### src/rtl/utf8_pkg.sv
// utf8_pkg: item types, byte-class constants and the overlong check for the
// UTF-8 stream decoder. No dependencies.
`timescale 1ns / 1ps

package utf8_pkg;

	localparam int CpWidth  = 21;
	localparam int LenWidth = 3;

	typedef logic [CpWidth-1:0]  cp_t;
	typedef logic [LenWidth-1:0] len_t;

	typedef struct packed {
		logic [7:0] in_byte;
		logic       end_of_input;
	} utf8_in_t;

	typedef struct packed {
		cp_t  code_point;
		logic invalid;
		len_t bytes_used;
	} utf8_out_t;

	localparam logic [7:0] LEAD_MIN   = 8'hC2;
	localparam logic [7:0] LEAD_MAX   = 8'hF4;
	localparam logic [7:0] LEAD3_MIN  = 8'hE0;
	localparam logic [7:0] LEAD4_MIN  = 8'hF0;
	localparam logic [7:0] LEAD_MASK  = 8'h7F;
	localparam logic [1:0] TAIL_TAG   = 2'b10;
	localparam logic [9:0] SURR_HI    = 10'h1B;
	localparam cp_t        CP_MAX     = 21'h10FFFF;
	localparam cp_t        INVALID_RST = 21'h00FFFD;

	localparam len_t LEN_NONE = 3'd0;
	localparam len_t LEN_ONE  = 3'd1;
	localparam len_t LEN_TWO  = 3'd2;
	localparam len_t LEN_THREE = 3'd3;
	localparam len_t LEN_FOUR = 3'd4;

	// true when cp is below the shortest value the sequence length may encode
	function automatic logic below_min(input len_t len, input cp_t cp);
		logic r;
		begin
			unique case (len)
				LEN_NONE:  r = 1'b1;
				LEN_TWO:   r = (cp < 21'd128);
				LEN_THREE: r = (cp < 21'd2048);
				LEN_FOUR:  r = (cp < 21'd65536);
				default:   r = 1'b0;
			endcase
			return r;
		end
	endfunction

endpackage

### src/rtl/utf8_stream_decoder.sv
// utf8_stream_decoder: byte-wide UTF-8 decoder, one code point per sequence.
// Depends on utf8_pkg for the item types and constants.
//
//  channel | direction | handshake          | payload
//  in      | in        | in_valid/in_stall   | utf8_in_t  (in_byte, end_of_input)
//  out     | out       | out_valid/out_stall | utf8_out_t (code_point, invalid, bytes_used)
//  cfg     | in        | cfg_we              | cfg_wdata  (invalid_value)
//
// One byte is taken every cycle while in_stall is low; the byte that completes
// a sequence is held in the input register, and its result leaves through the result register.
// The rate is set by the sequence state update, one byte per cycle when not stalled.
// Reset clears both stages, closes any open sequence and sets invalid_value
// to 0xFFFD. A stall on out holds the result register and backs up to in
// only when the input register also holds a byte.
`timescale 1ns / 1ps

module utf8_stream_decoder (
	input  logic                clk,
	input  logic                arst_n,
	input  logic                in_valid,
	output logic                in_stall,
	input  utf8_pkg::utf8_in_t  in_data,
	output logic                out_valid,
	input  logic                out_stall,
	output utf8_pkg::utf8_out_t out_data,
	input  logic                cfg_we,
	input  utf8_pkg::cp_t       cfg_wdata
);

	logic                valid_s1;
	logic [7:0]          byte_s1;
	logic                eoi_s1;
	logic                out_valid_s2;
	utf8_pkg::utf8_out_t out_data_s2;

	utf8_pkg::cp_t  invalid_value_q;
	utf8_pkg::len_t seq_len_q;
	utf8_pkg::len_t seen_q;
	utf8_pkg::cp_t  acc_q;
	logic           terr_q;

	utf8_pkg::len_t seq_len_d;
	utf8_pkg::len_t seen_d;
	utf8_pkg::cp_t  acc_d;
	logic           terr_d;

	utf8_pkg::len_t lead_len;
	utf8_pkg::len_t seen_inc;
	utf8_pkg::cp_t  acc_shift;
	logic           terr_shift;
	logic           res_v;
	utf8_pkg::cp_t  res_cp;
	logic           res_bad;
	utf8_pkg::len_t res_used;

	logic out_free;
	logic s1_fire;

	assign out_free = !out_valid_s2 || !out_stall;
	assign s1_fire  = valid_s1 && out_free;
	assign in_stall = valid_s1 && !out_free;

	assign out_valid = out_valid_s2;
	assign out_data  = out_data_s2;

	always_comb begin
		lead_len = (byte_s1 >= utf8_pkg::LEAD4_MIN) ? utf8_pkg::LEN_FOUR :
			(byte_s1 >= utf8_pkg::LEAD3_MIN) ? utf8_pkg::LEN_THREE : utf8_pkg::LEN_TWO;
		seen_inc   = seen_q + utf8_pkg::LEN_ONE;
		acc_shift  = {acc_q[utf8_pkg::CpWidth-7:0], byte_s1[5:0]};
		terr_shift = terr_q || (byte_s1[7:6] != utf8_pkg::TAIL_TAG);

		seq_len_d = seq_len_q;
		seen_d    = seen_q;
		acc_d     = acc_q;
		terr_d    = terr_q;
		res_v     = 1'b0;
		res_cp    = '0;
		res_bad   = 1'b0;
		res_used  = utf8_pkg::LEN_NONE;

		if (seq_len_q == utf8_pkg::LEN_NONE) begin
			if (byte_s1 < utf8_pkg::LEAD_MIN || byte_s1 > utf8_pkg::LEAD_MAX) begin
				// single-byte item: ascii or a stray byte
				res_v    = 1'b1;
				res_cp   = {13'd0, byte_s1};
				res_bad  = byte_s1[7];
				res_used = utf8_pkg::LEN_ONE;
			end else if (eoi_s1) begin
				res_v    = 1'b1;
				res_bad  = 1'b1;
				res_used = utf8_pkg::LEN_ONE;
			end else begin
				seq_len_d = lead_len;
				seen_d    = utf8_pkg::LEN_ONE;
				acc_d     = {13'd0, byte_s1 & (utf8_pkg::LEAD_MASK >> lead_len)};
				terr_d    = 1'b0;
			end
		end else begin
			if (seen_inc >= seq_len_q) begin
				res_v    = 1'b1;
				res_cp   = acc_shift;
				res_bad  = terr_shift
					|| utf8_pkg::below_min(seq_len_q, acc_shift)
					|| (acc_shift[20:11] == utf8_pkg::SURR_HI)
					|| (acc_shift > utf8_pkg::CP_MAX);
				res_used = seq_len_q;
				seq_len_d = utf8_pkg::LEN_NONE;
				seen_d    = utf8_pkg::LEN_NONE;
				acc_d     = '0;
				terr_d    = 1'b0;
			end else if (eoi_s1) begin
				// sequence cut short by end of input
				res_v    = 1'b1;
				res_bad  = 1'b1;
				res_used = seen_inc;
				seq_len_d = utf8_pkg::LEN_NONE;
				seen_d    = utf8_pkg::LEN_NONE;
				acc_d     = '0;
				terr_d    = 1'b0;
			end else begin
				seen_d = seen_inc;
				acc_d  = acc_shift;
				terr_d = terr_shift;
			end
		end
	end

	always_ff @(posedge clk or negedge arst_n) begin
		if (!arst_n) begin
			invalid_value_q <= utf8_pkg::INVALID_RST;
		end else if (cfg_we) begin
			invalid_value_q <= cfg_wdata;
		end
	end

	always_ff @(posedge clk or negedge arst_n) begin
		if (!arst_n) begin
			valid_s1 <= 1'b0;
		end else if (!in_stall) begin
			valid_s1 <= in_valid;
		end
	end

	always_ff @(posedge clk) begin
		if (in_valid && !in_stall) begin
			byte_s1 <= in_data.in_byte;
			eoi_s1  <= in_data.end_of_input;
		end
	end

	always_ff @(posedge clk or negedge arst_n) begin
		if (!arst_n) begin
			seq_len_q <= utf8_pkg::LEN_NONE;
			seen_q    <= utf8_pkg::LEN_NONE;
			acc_q     <= '0;
			terr_q    <= 1'b0;
		end else if (s1_fire) begin
			seq_len_q <= seq_len_d;
			seen_q    <= seen_d;
			acc_q     <= acc_d;
			terr_q    <= terr_d;
		end
	end

	always_ff @(posedge clk or negedge arst_n) begin
		if (!arst_n) begin
			out_valid_s2 <= 1'b0;
		end else if (out_free) begin
			out_valid_s2 <= s1_fire && res_v;
		end
	end

	always_ff @(posedge clk) begin
		if (s1_fire && res_v) begin
			out_data_s2.code_point <= res_bad ? invalid_value_q : res_cp;
			out_data_s2.invalid    <= res_bad;
			out_data_s2.bytes_used <= res_used;
		end
	end

	a_used_range: assert property (@(posedge clk) disable iff (!arst_n)
		out_valid_s2 |-> (out_data_s2.bytes_used != utf8_pkg::LEN_NONE
			&& out_data_s2.bytes_used <= utf8_pkg::LEN_FOUR))
		else $error("bytes_used out of range");

	a_good_cp: assert property (@(posedge clk) disable iff (!arst_n)
		(out_valid_s2 && !out_data_s2.invalid) |->
			(out_data_s2.code_point <= utf8_pkg::CP_MAX
			&& out_data_s2.code_point[20:11] != utf8_pkg::SURR_HI))
		else $error("valid result is a surrogate or out of range");

	a_bad_cp: assert property (@(posedge clk) disable iff (!arst_n)
		(out_valid_s2 && out_data_s2.invalid) |->
			(out_data_s2.code_point == invalid_value_q))
		else $error("invalid result without replacement value");

	a_seq_state: assert property (@(posedge clk) disable iff (!arst_n)
		(seq_len_q == utf8_pkg::LEN_NONE) ?
			(seen_q == utf8_pkg::LEN_NONE && acc_q == '0 && !terr_q) :
			(seen_q != utf8_pkg::LEN_NONE && seen_q < seq_len_q))
		else $error("open sequence state inconsistent");

endmodule
### config.mk
export PLATFORM = sky130hd
export DESIGN_NAME = utf8_stream_decoder
export DESIGN_NICKNAME = d
export VERILOG_FILES = /design/src/rtl/utf8_pkg.sv /design/src/rtl/utf8_stream_decoder.sv
export SDC_FILE = /design/constraint.sdc
export NUM_CORES = 1
export LEC_CHECK = 0
export BUFFER_PORTS_ARGS = -buffer_cell sky130_fd_sc_hd__buf_2
export CAP_MARGIN = 40
export CORE_ASPECT_RATIO = 0.75
export CORE_MARGIN = 3
export CORE_UTILIZATION = 39
export CTS_BUF_LIST = sky130_fd_sc_hd__clkbuf_8
export CTS_CLUSTER_SIZE = 24
export DETAILED_ROUTE_END_ITERATION = 6
export GPL_ROUTABILITY_DRIVEN = 0
export HOLD_SLACK_MARGIN = 0.03
export SLEW_MARGIN = 10
export SYNTH_ARGS = -nofsm -noshare
export SYNTH_HDL_FRONTEND = slang
export SYNTH_SLANG_ARGS = --single-unit
### constraint.sdc
create_clock -name clk -period 8.95 [get_ports clk]
set_clock_uncertainty 0.2 [all_clocks]
set_input_delay 1.3425 -clock clk [delete_from_list [all_inputs] [get_ports clk]]
set_output_delay 1.3425 -clock clk [all_outputs]
set_load 0.05 [all_outputs]
Word level (Yosys, flattened, before mapping)
Index checks and enable logic that the tools add are counted.
- bits in registers: 79
- output and inout port bits: 27
- word-level logic and storage cells: 90
- add/sub/neg operators: 1
- order comparisons: 9
- equality and inequality tests: 7
- shifts and indexed selects: 1
- muxes and demuxes: 41
- bitwise logic cells: 1
- reduce and logical (&&, ||, !) cells: 18
- operators by type and width (operator ; count):
    two-way mux 15 bit ; 5
    two-way mux 21 bit ; 3
    two-way mux 3 bit ; 14
    greater-than comparator 21 bit, second input constant ; 1
    less-than comparator 21 x 12 -> 1 bit, second input constant ; 1
    less-than comparator 21 x 17 -> 1 bit, second input constant ; 1
    less-than comparator 21 x 8 -> 1 bit, second input constant ; 1
    two-way mux 1 bit ; 17
    >= comparator 8 bit, second input constant ; 2
    == test 10 x 5 -> 1 bit, second input constant ; 1
    AND 8 bit ; 1
    greater-than comparator 8 bit, second input constant ; 1
    less-than comparator 8 bit, second input constant ; 1
    two-way mux 8 bit ; 1
    right shift 7 x 3 -> 8 bit, first input constant ; 1
    == test 3 x 2 -> 1 bit, second input constant ; 2
    logical OR 1 bit ; 6
    != test 2 bit, second input constant ; 3
    logical AND 1 bit ; 4
    zero test 1 bit ; 4
    AND reduction 4 bit ; 1
    adder 3 x 1 -> 3 bit, second input constant ; 1
    == test 3 bit, second input constant ; 1
    >= comparator 3 bit ; 1
    4 further kinds ; 4

Depth between registers and ports, before layout
- depth after elaboration: 10
- mapped depth: 11
- depth with buffers taken out: 9

Least setup slack after synthesis
OpenSTA, ideal clock, no wires.
- path kind: register to register
- start point: register seen_q[0]
- end point: register out_data_s2 (netlist bit out_data[0]) (enable)
- arrival time: 3031 ps
- path slack: 5313 ps
- stages on the path, launching flop included: 11
- period minus slack after synthesis: 3637 ps
- cells stage by stage: dfrtp_1 -> ha_1 -> xnor2_1 -> inv_1 -> ha_1 -> nor2_1 -> nor3_1 -> or2_1 -> buf_4 -> nor2_1 -> nor2_1
- cells in the longest elaborated chain, start to end: 5
- ends and longest elaborated chain (element ; line ; RTL):
    from (decl) ; utf8_stream_decoder.sv:38 ; utf8_pkg::len_t seen_q;
    from (signal assigned) ; utf8_stream_decoder.sv:155 ; seen_q <= utf8_pkg::LEN_NONE;
    from (signal assigned) ; utf8_stream_decoder.sv:160 ; seen_q <= seen_d;
    adder 3 x 1 -> 3 bit ; utf8_stream_decoder.sv:69 ; seen_inc = seen_q + utf8_pkg::LEN_ONE;
    >= comparator 3 bit ; utf8_stream_decoder.sv:100 ; if (seen_inc >= seq_len_q) begin
    two-way mux 1 bit ; utf8_stream_decoder.sv:100 ;
    two-way mux 1 bit ; utf8_stream_decoder.sv:82 ; if (seq_len_q == utf8_pkg::LEN_NONE) begin
    logical AND 1 bit ; utf8_stream_decoder.sv:175 ; if (s1_fire && res_v) begin
    to (decl) ; utf8_stream_decoder.sv:34 ; utf8_pkg::utf8_out_t out_data_s2;
Every way passes these cells.
A chain may end at the register's enable or synchronous reset.

Worst setup path after layout
- start point: register seen_q[0]
- end point: register out_data_s2 (netlist bit out_data[16]) (enable)
Same word-level chain as after synthesis.

==> metrics.csv <==
stage,metric,value,unit
global_routing,grt_max_degree,46,
worst_setup_path,slowest_stage,dfrtp_1,
synth,synth_ff_type,edfxtp_1,
synth,yosys.area_share.simple,14.3,%
die,fp.dieH,88.2,um
min_path,hold_path_class,flop to flop,
clock_tree,h-tree-depth,3,
global_routing,grtUsageTotal,15.4,%
synth,synth_top_family_by_area,simple AND/OR/NAND/NOR gates,
sta,setup_ws,5.55,ns
die,die_area,0.0102,mm^2
cells_and_area,drive_gt1_share,26.1,%
power_and_ir_drop,combinationalPowerShare,41.9,%
route,ant_nets,0,
synth,synth_common_cells,"82 x nand2_1, 34 x edfxtp_1, 30 x dfrtp_1",
clock_tree,clkTransAtPathRegs,0.08,ns
route,routed_wl,7.23,mm
synth,synth_most_common_cell,nand2_1,
die,fp.dieW,116,um
route,first_pass_iters,4,
global_routing,grt_pass1_wl,12.1,mm
worst_setup_path,worstPathMaxFanout,17,
worst_setup_path,start_kind,flop,
global_routing,overflow,0,
cells_and_area,fillers,817,
power_and_ir_drop,clkPwrFrac,20.2,%
synth,postSynthAreaPerCell,10.8,um^2
clock_tree,tritoncts,yes,
status,outcome,finished clean,
synth,synthAdderAreaFrac,1.42,%
route,drc,0,
route,via_per_inst,4.92,
synth,synthArstFlopShare,57.0,%
sta,final.setup.tns,0,ns
sta,slew_violations,0,
clock_tree,clk_path_buf_depth,2,
synth,synth_seq_cells,79,
clock_tree,ctsResizeCount,0,
clock_tree,clock_latency,0.35,ns
placed_design,dp_slack,5.32,ns
synth,yosys_warnings,0,
synth,synth_area_leader_cell,edfxtp_1,
worst_setup_path,cp.required,8.79,ns
synth,netlist.area_leader.share,29.0,%
worst_setup_path,cp_cell_sequence,ha_1 -> xnor2_1 -> inv_1 -> ha_1 -> nor2_1 -> nor3_1 -> buf_4 -> or2_1 -> nor2_1 -> nor2_2 -> buf_4,
clock_tree,cts_made_buffers,9,
route,via_count,2469,
power_and_ir_drop,p_int,845,uW
worst_setup_path,worstPathArrival,3.23,ns
synth,synth.yosys.seq_area_share,61.6,%
sta,setup_viol,0,
power_and_ir_drop,p_sw_share,41.4,%
global_routing,grt_pass1_vias,2501,
placed_design,io_buffers,61,
worst_setup_path,path_class,flop to flop,
synth,synth_area,0.00351,mm^2
sta,period_share,37.9,%
power_and_ir_drop,p_leak,1.84,nW
clock_tree,cts_hold_buf,0,
cells_and_area,nets,428,
synth,synth_compound_area_share,10.8,%
clock_tree,clock-sinks,79,
power_and_ir_drop,p_switching,597,uW
cells_and_area,area_growth,18.7,%
sta,worst_pin_slew,0.612,ns
sta,timing.final.hold_violations,0,
worst_setup_path,end_kind,flop,
sta,whs,0.301,ns
sta,max-slew-margin-rel,59.2,%
synth,synth_edf_count,34,
flow_run,maxCapViolCount,0,
worst_setup_path,cp_top_family,simple AND/OR/NAND/NOR gates,
sta,rsz0062_at_grt,false,
clock_tree,cts_setup_buffers,0,
sta,max_freq,294,MHz
route,drtIter0Drc,116,
cells_and_area,n_antenna_cell,0,
die,initial_core_util,40.9,%
power_and_ir_drop,sequentialPowerShare,37.9,%
placed_design,dp_hpwl,5.01,mm
die,rows,29,
synth,ys_types,44,
synth,synth_area_leaders,"edfxtp_1 29%, dfrtp_1 21%, dfstp_2 11%",
route,wl_per_cell,14.4,um
worst_setup_path,cpPeakStageDelay,0.43,ns
power_and_ir_drop,p_per_area,346,mW/mm^2
cells_and_area,regArea,0.00217,mm^2
synth,synth.area.mux_share,6.34,%
global_routing,antenna_found_initial,0,
die,core-area,0.00860,mm^2
clock_tree,root_buffer,clkbuf_8,
synth,synth_cells,324,
die,ioPinCount,62,
worst_setup_path,worst-path-buf-inv,3,
power_and_ir_drop,irDropWorstVdd,0.000154,V
synth,synth_nets,363,
sta,final.min_clock_period,3.40,ns
synth,synth-xor-area-share,0.498,%
cells_and_area,multi_input_area,0.00117,mm^2
==> logic make-up (layout without fill, tap and decap cells) <==
family,after synthesis,after routing
AND/OR/NAND/NOR,115,115
flip-flops,79,79
AO/OA/AOI/OAI,61,61
buffers and inverters,41,111
multiplexers,22,22
adder cells (fa/ha/maj),4,4
XOR/XNOR,2,2
==> power groups by stage <==
stage | registers (mW) | logic (mW) | clock network, mW
2_1_floorplan | 0.707 | 0.313 | 0
3_3_place_gp | 0.553 | 0.578 | 0
3_5_place_dp | 0.553 | 0.594 | 0
4_1_cts | 0.547 | 0.595 | 0.300
5_1_grt | 0.555 | 0.663 | 0.317
6_report | 0.546 | 0.604 | 0.292
==> final timing paths <==
| kind | depth (start not counted) | endpoint | slack, ns | from |
|---|---|---|---|---|
| hold / removal | 2 | seen_q[1] | 0.30 | seen_q[1] |
| setup / recovery | 11 | out_data[16] | 5.55 | seen_q[0] |
| hold reg to reg | 2 | seen_q[1] | 0.30 | seen_q[1] |
| max in group asynchronous | 2 | acc_q[2] | 7.26 | arst_n |
| setup reg to reg | 11 | out_data[16] | 5.55 | seen_q[0] |
| min in group asynchronous | 2 | invalid_value_q[20] | 0.88 | arst_n |
==> stage by stage <==
step	util, %	cell area [um^2]	total power [mW]	std cells
4_1_cts	48.3	4150	1.44	501
2_1_floorplan	-	3510	1.02	324
5_1_grt	48.5	4170	1.54	502
3_3_place_gp	45.4	3910	1.13	483
3_5_place_dp	45.7	3930	1.15	485
6_report	48.5	4170	1.44	502
==> metal layers <==
metal	vias to the layer above	share of wire [%]	track usage (%)
met5	-	0	0
met4	0	1.4	5.48
met3	12	5.5	4.51
met2	70	45	23.0
met1	1152	48	21.7
li1	1235	-	-
==> layout by cell type, fill, tap and decap left out, types with 2 or more instances in the layout <==
| cell | count |
|---|---|
| ha_1 | 4 |
| a21oi_1 | 6 |
| nand3_1 | 3 |
| nand4_1 | 2 |
| o2bb2ai_1 | 2 |
| nand2b_1 | 4 |
| nor3_2 | 2 |
| clkbuf_8 | 10 |
| nor3_1 | 4 |
| mux2i_1 | 20 |
| edfxtp_1 | 34 |
| nor4_1 | 2 |
| nor2_1 | 8 |
| dfrtp_1 | 30 |
| bufinv_16 | 2 |
| nand2_1 | 82 |
| buf_2 | 61 |
| o21ai_0 | 25 |
| inv_1 | 28 |
| o21ai_1 | 17 |
| dfstp_2 | 15 |
| buf_4 | 4 |
| clkinv_1 | 2 |
==> worst register-to-register path, cell delays in order, from the launching register on <==
cell     delay (ns)
dfrtp_1        0.43
ha_1           0.23
xnor2_1        0.18
inv_1          0.09
ha_1           0.28
nor2_1         0.05
nor3_1         0.13
buf_4          0.25
or2_1          0.32
nor2_1         0.13
nor2_2         0.43
buf_4          0.35
==> state kept, by name (all words and copies together) (netlist names) <==
register / cells
terr_q: 1
out_data: 25
acc_q: 15
out_valid: 1
valid_s1: 1
eoi_s1: 1
invalid_value_q: 21
seen_q: 3
byte_s1: 8
seq_len_q: 3
==> final cells by class <==
class / count / share of cell area, %
multi-input cells: 204 / 28.1
repair buffers: 67 / 8.88
clock buffers: 10 / 3.30
flip-flops and latches: 79 / 51.9
inverters: 28 / 2.52
clock inverters: 6 / 2.01
well taps: 108 / 3.24
Power figures use the tool's default switching activity.
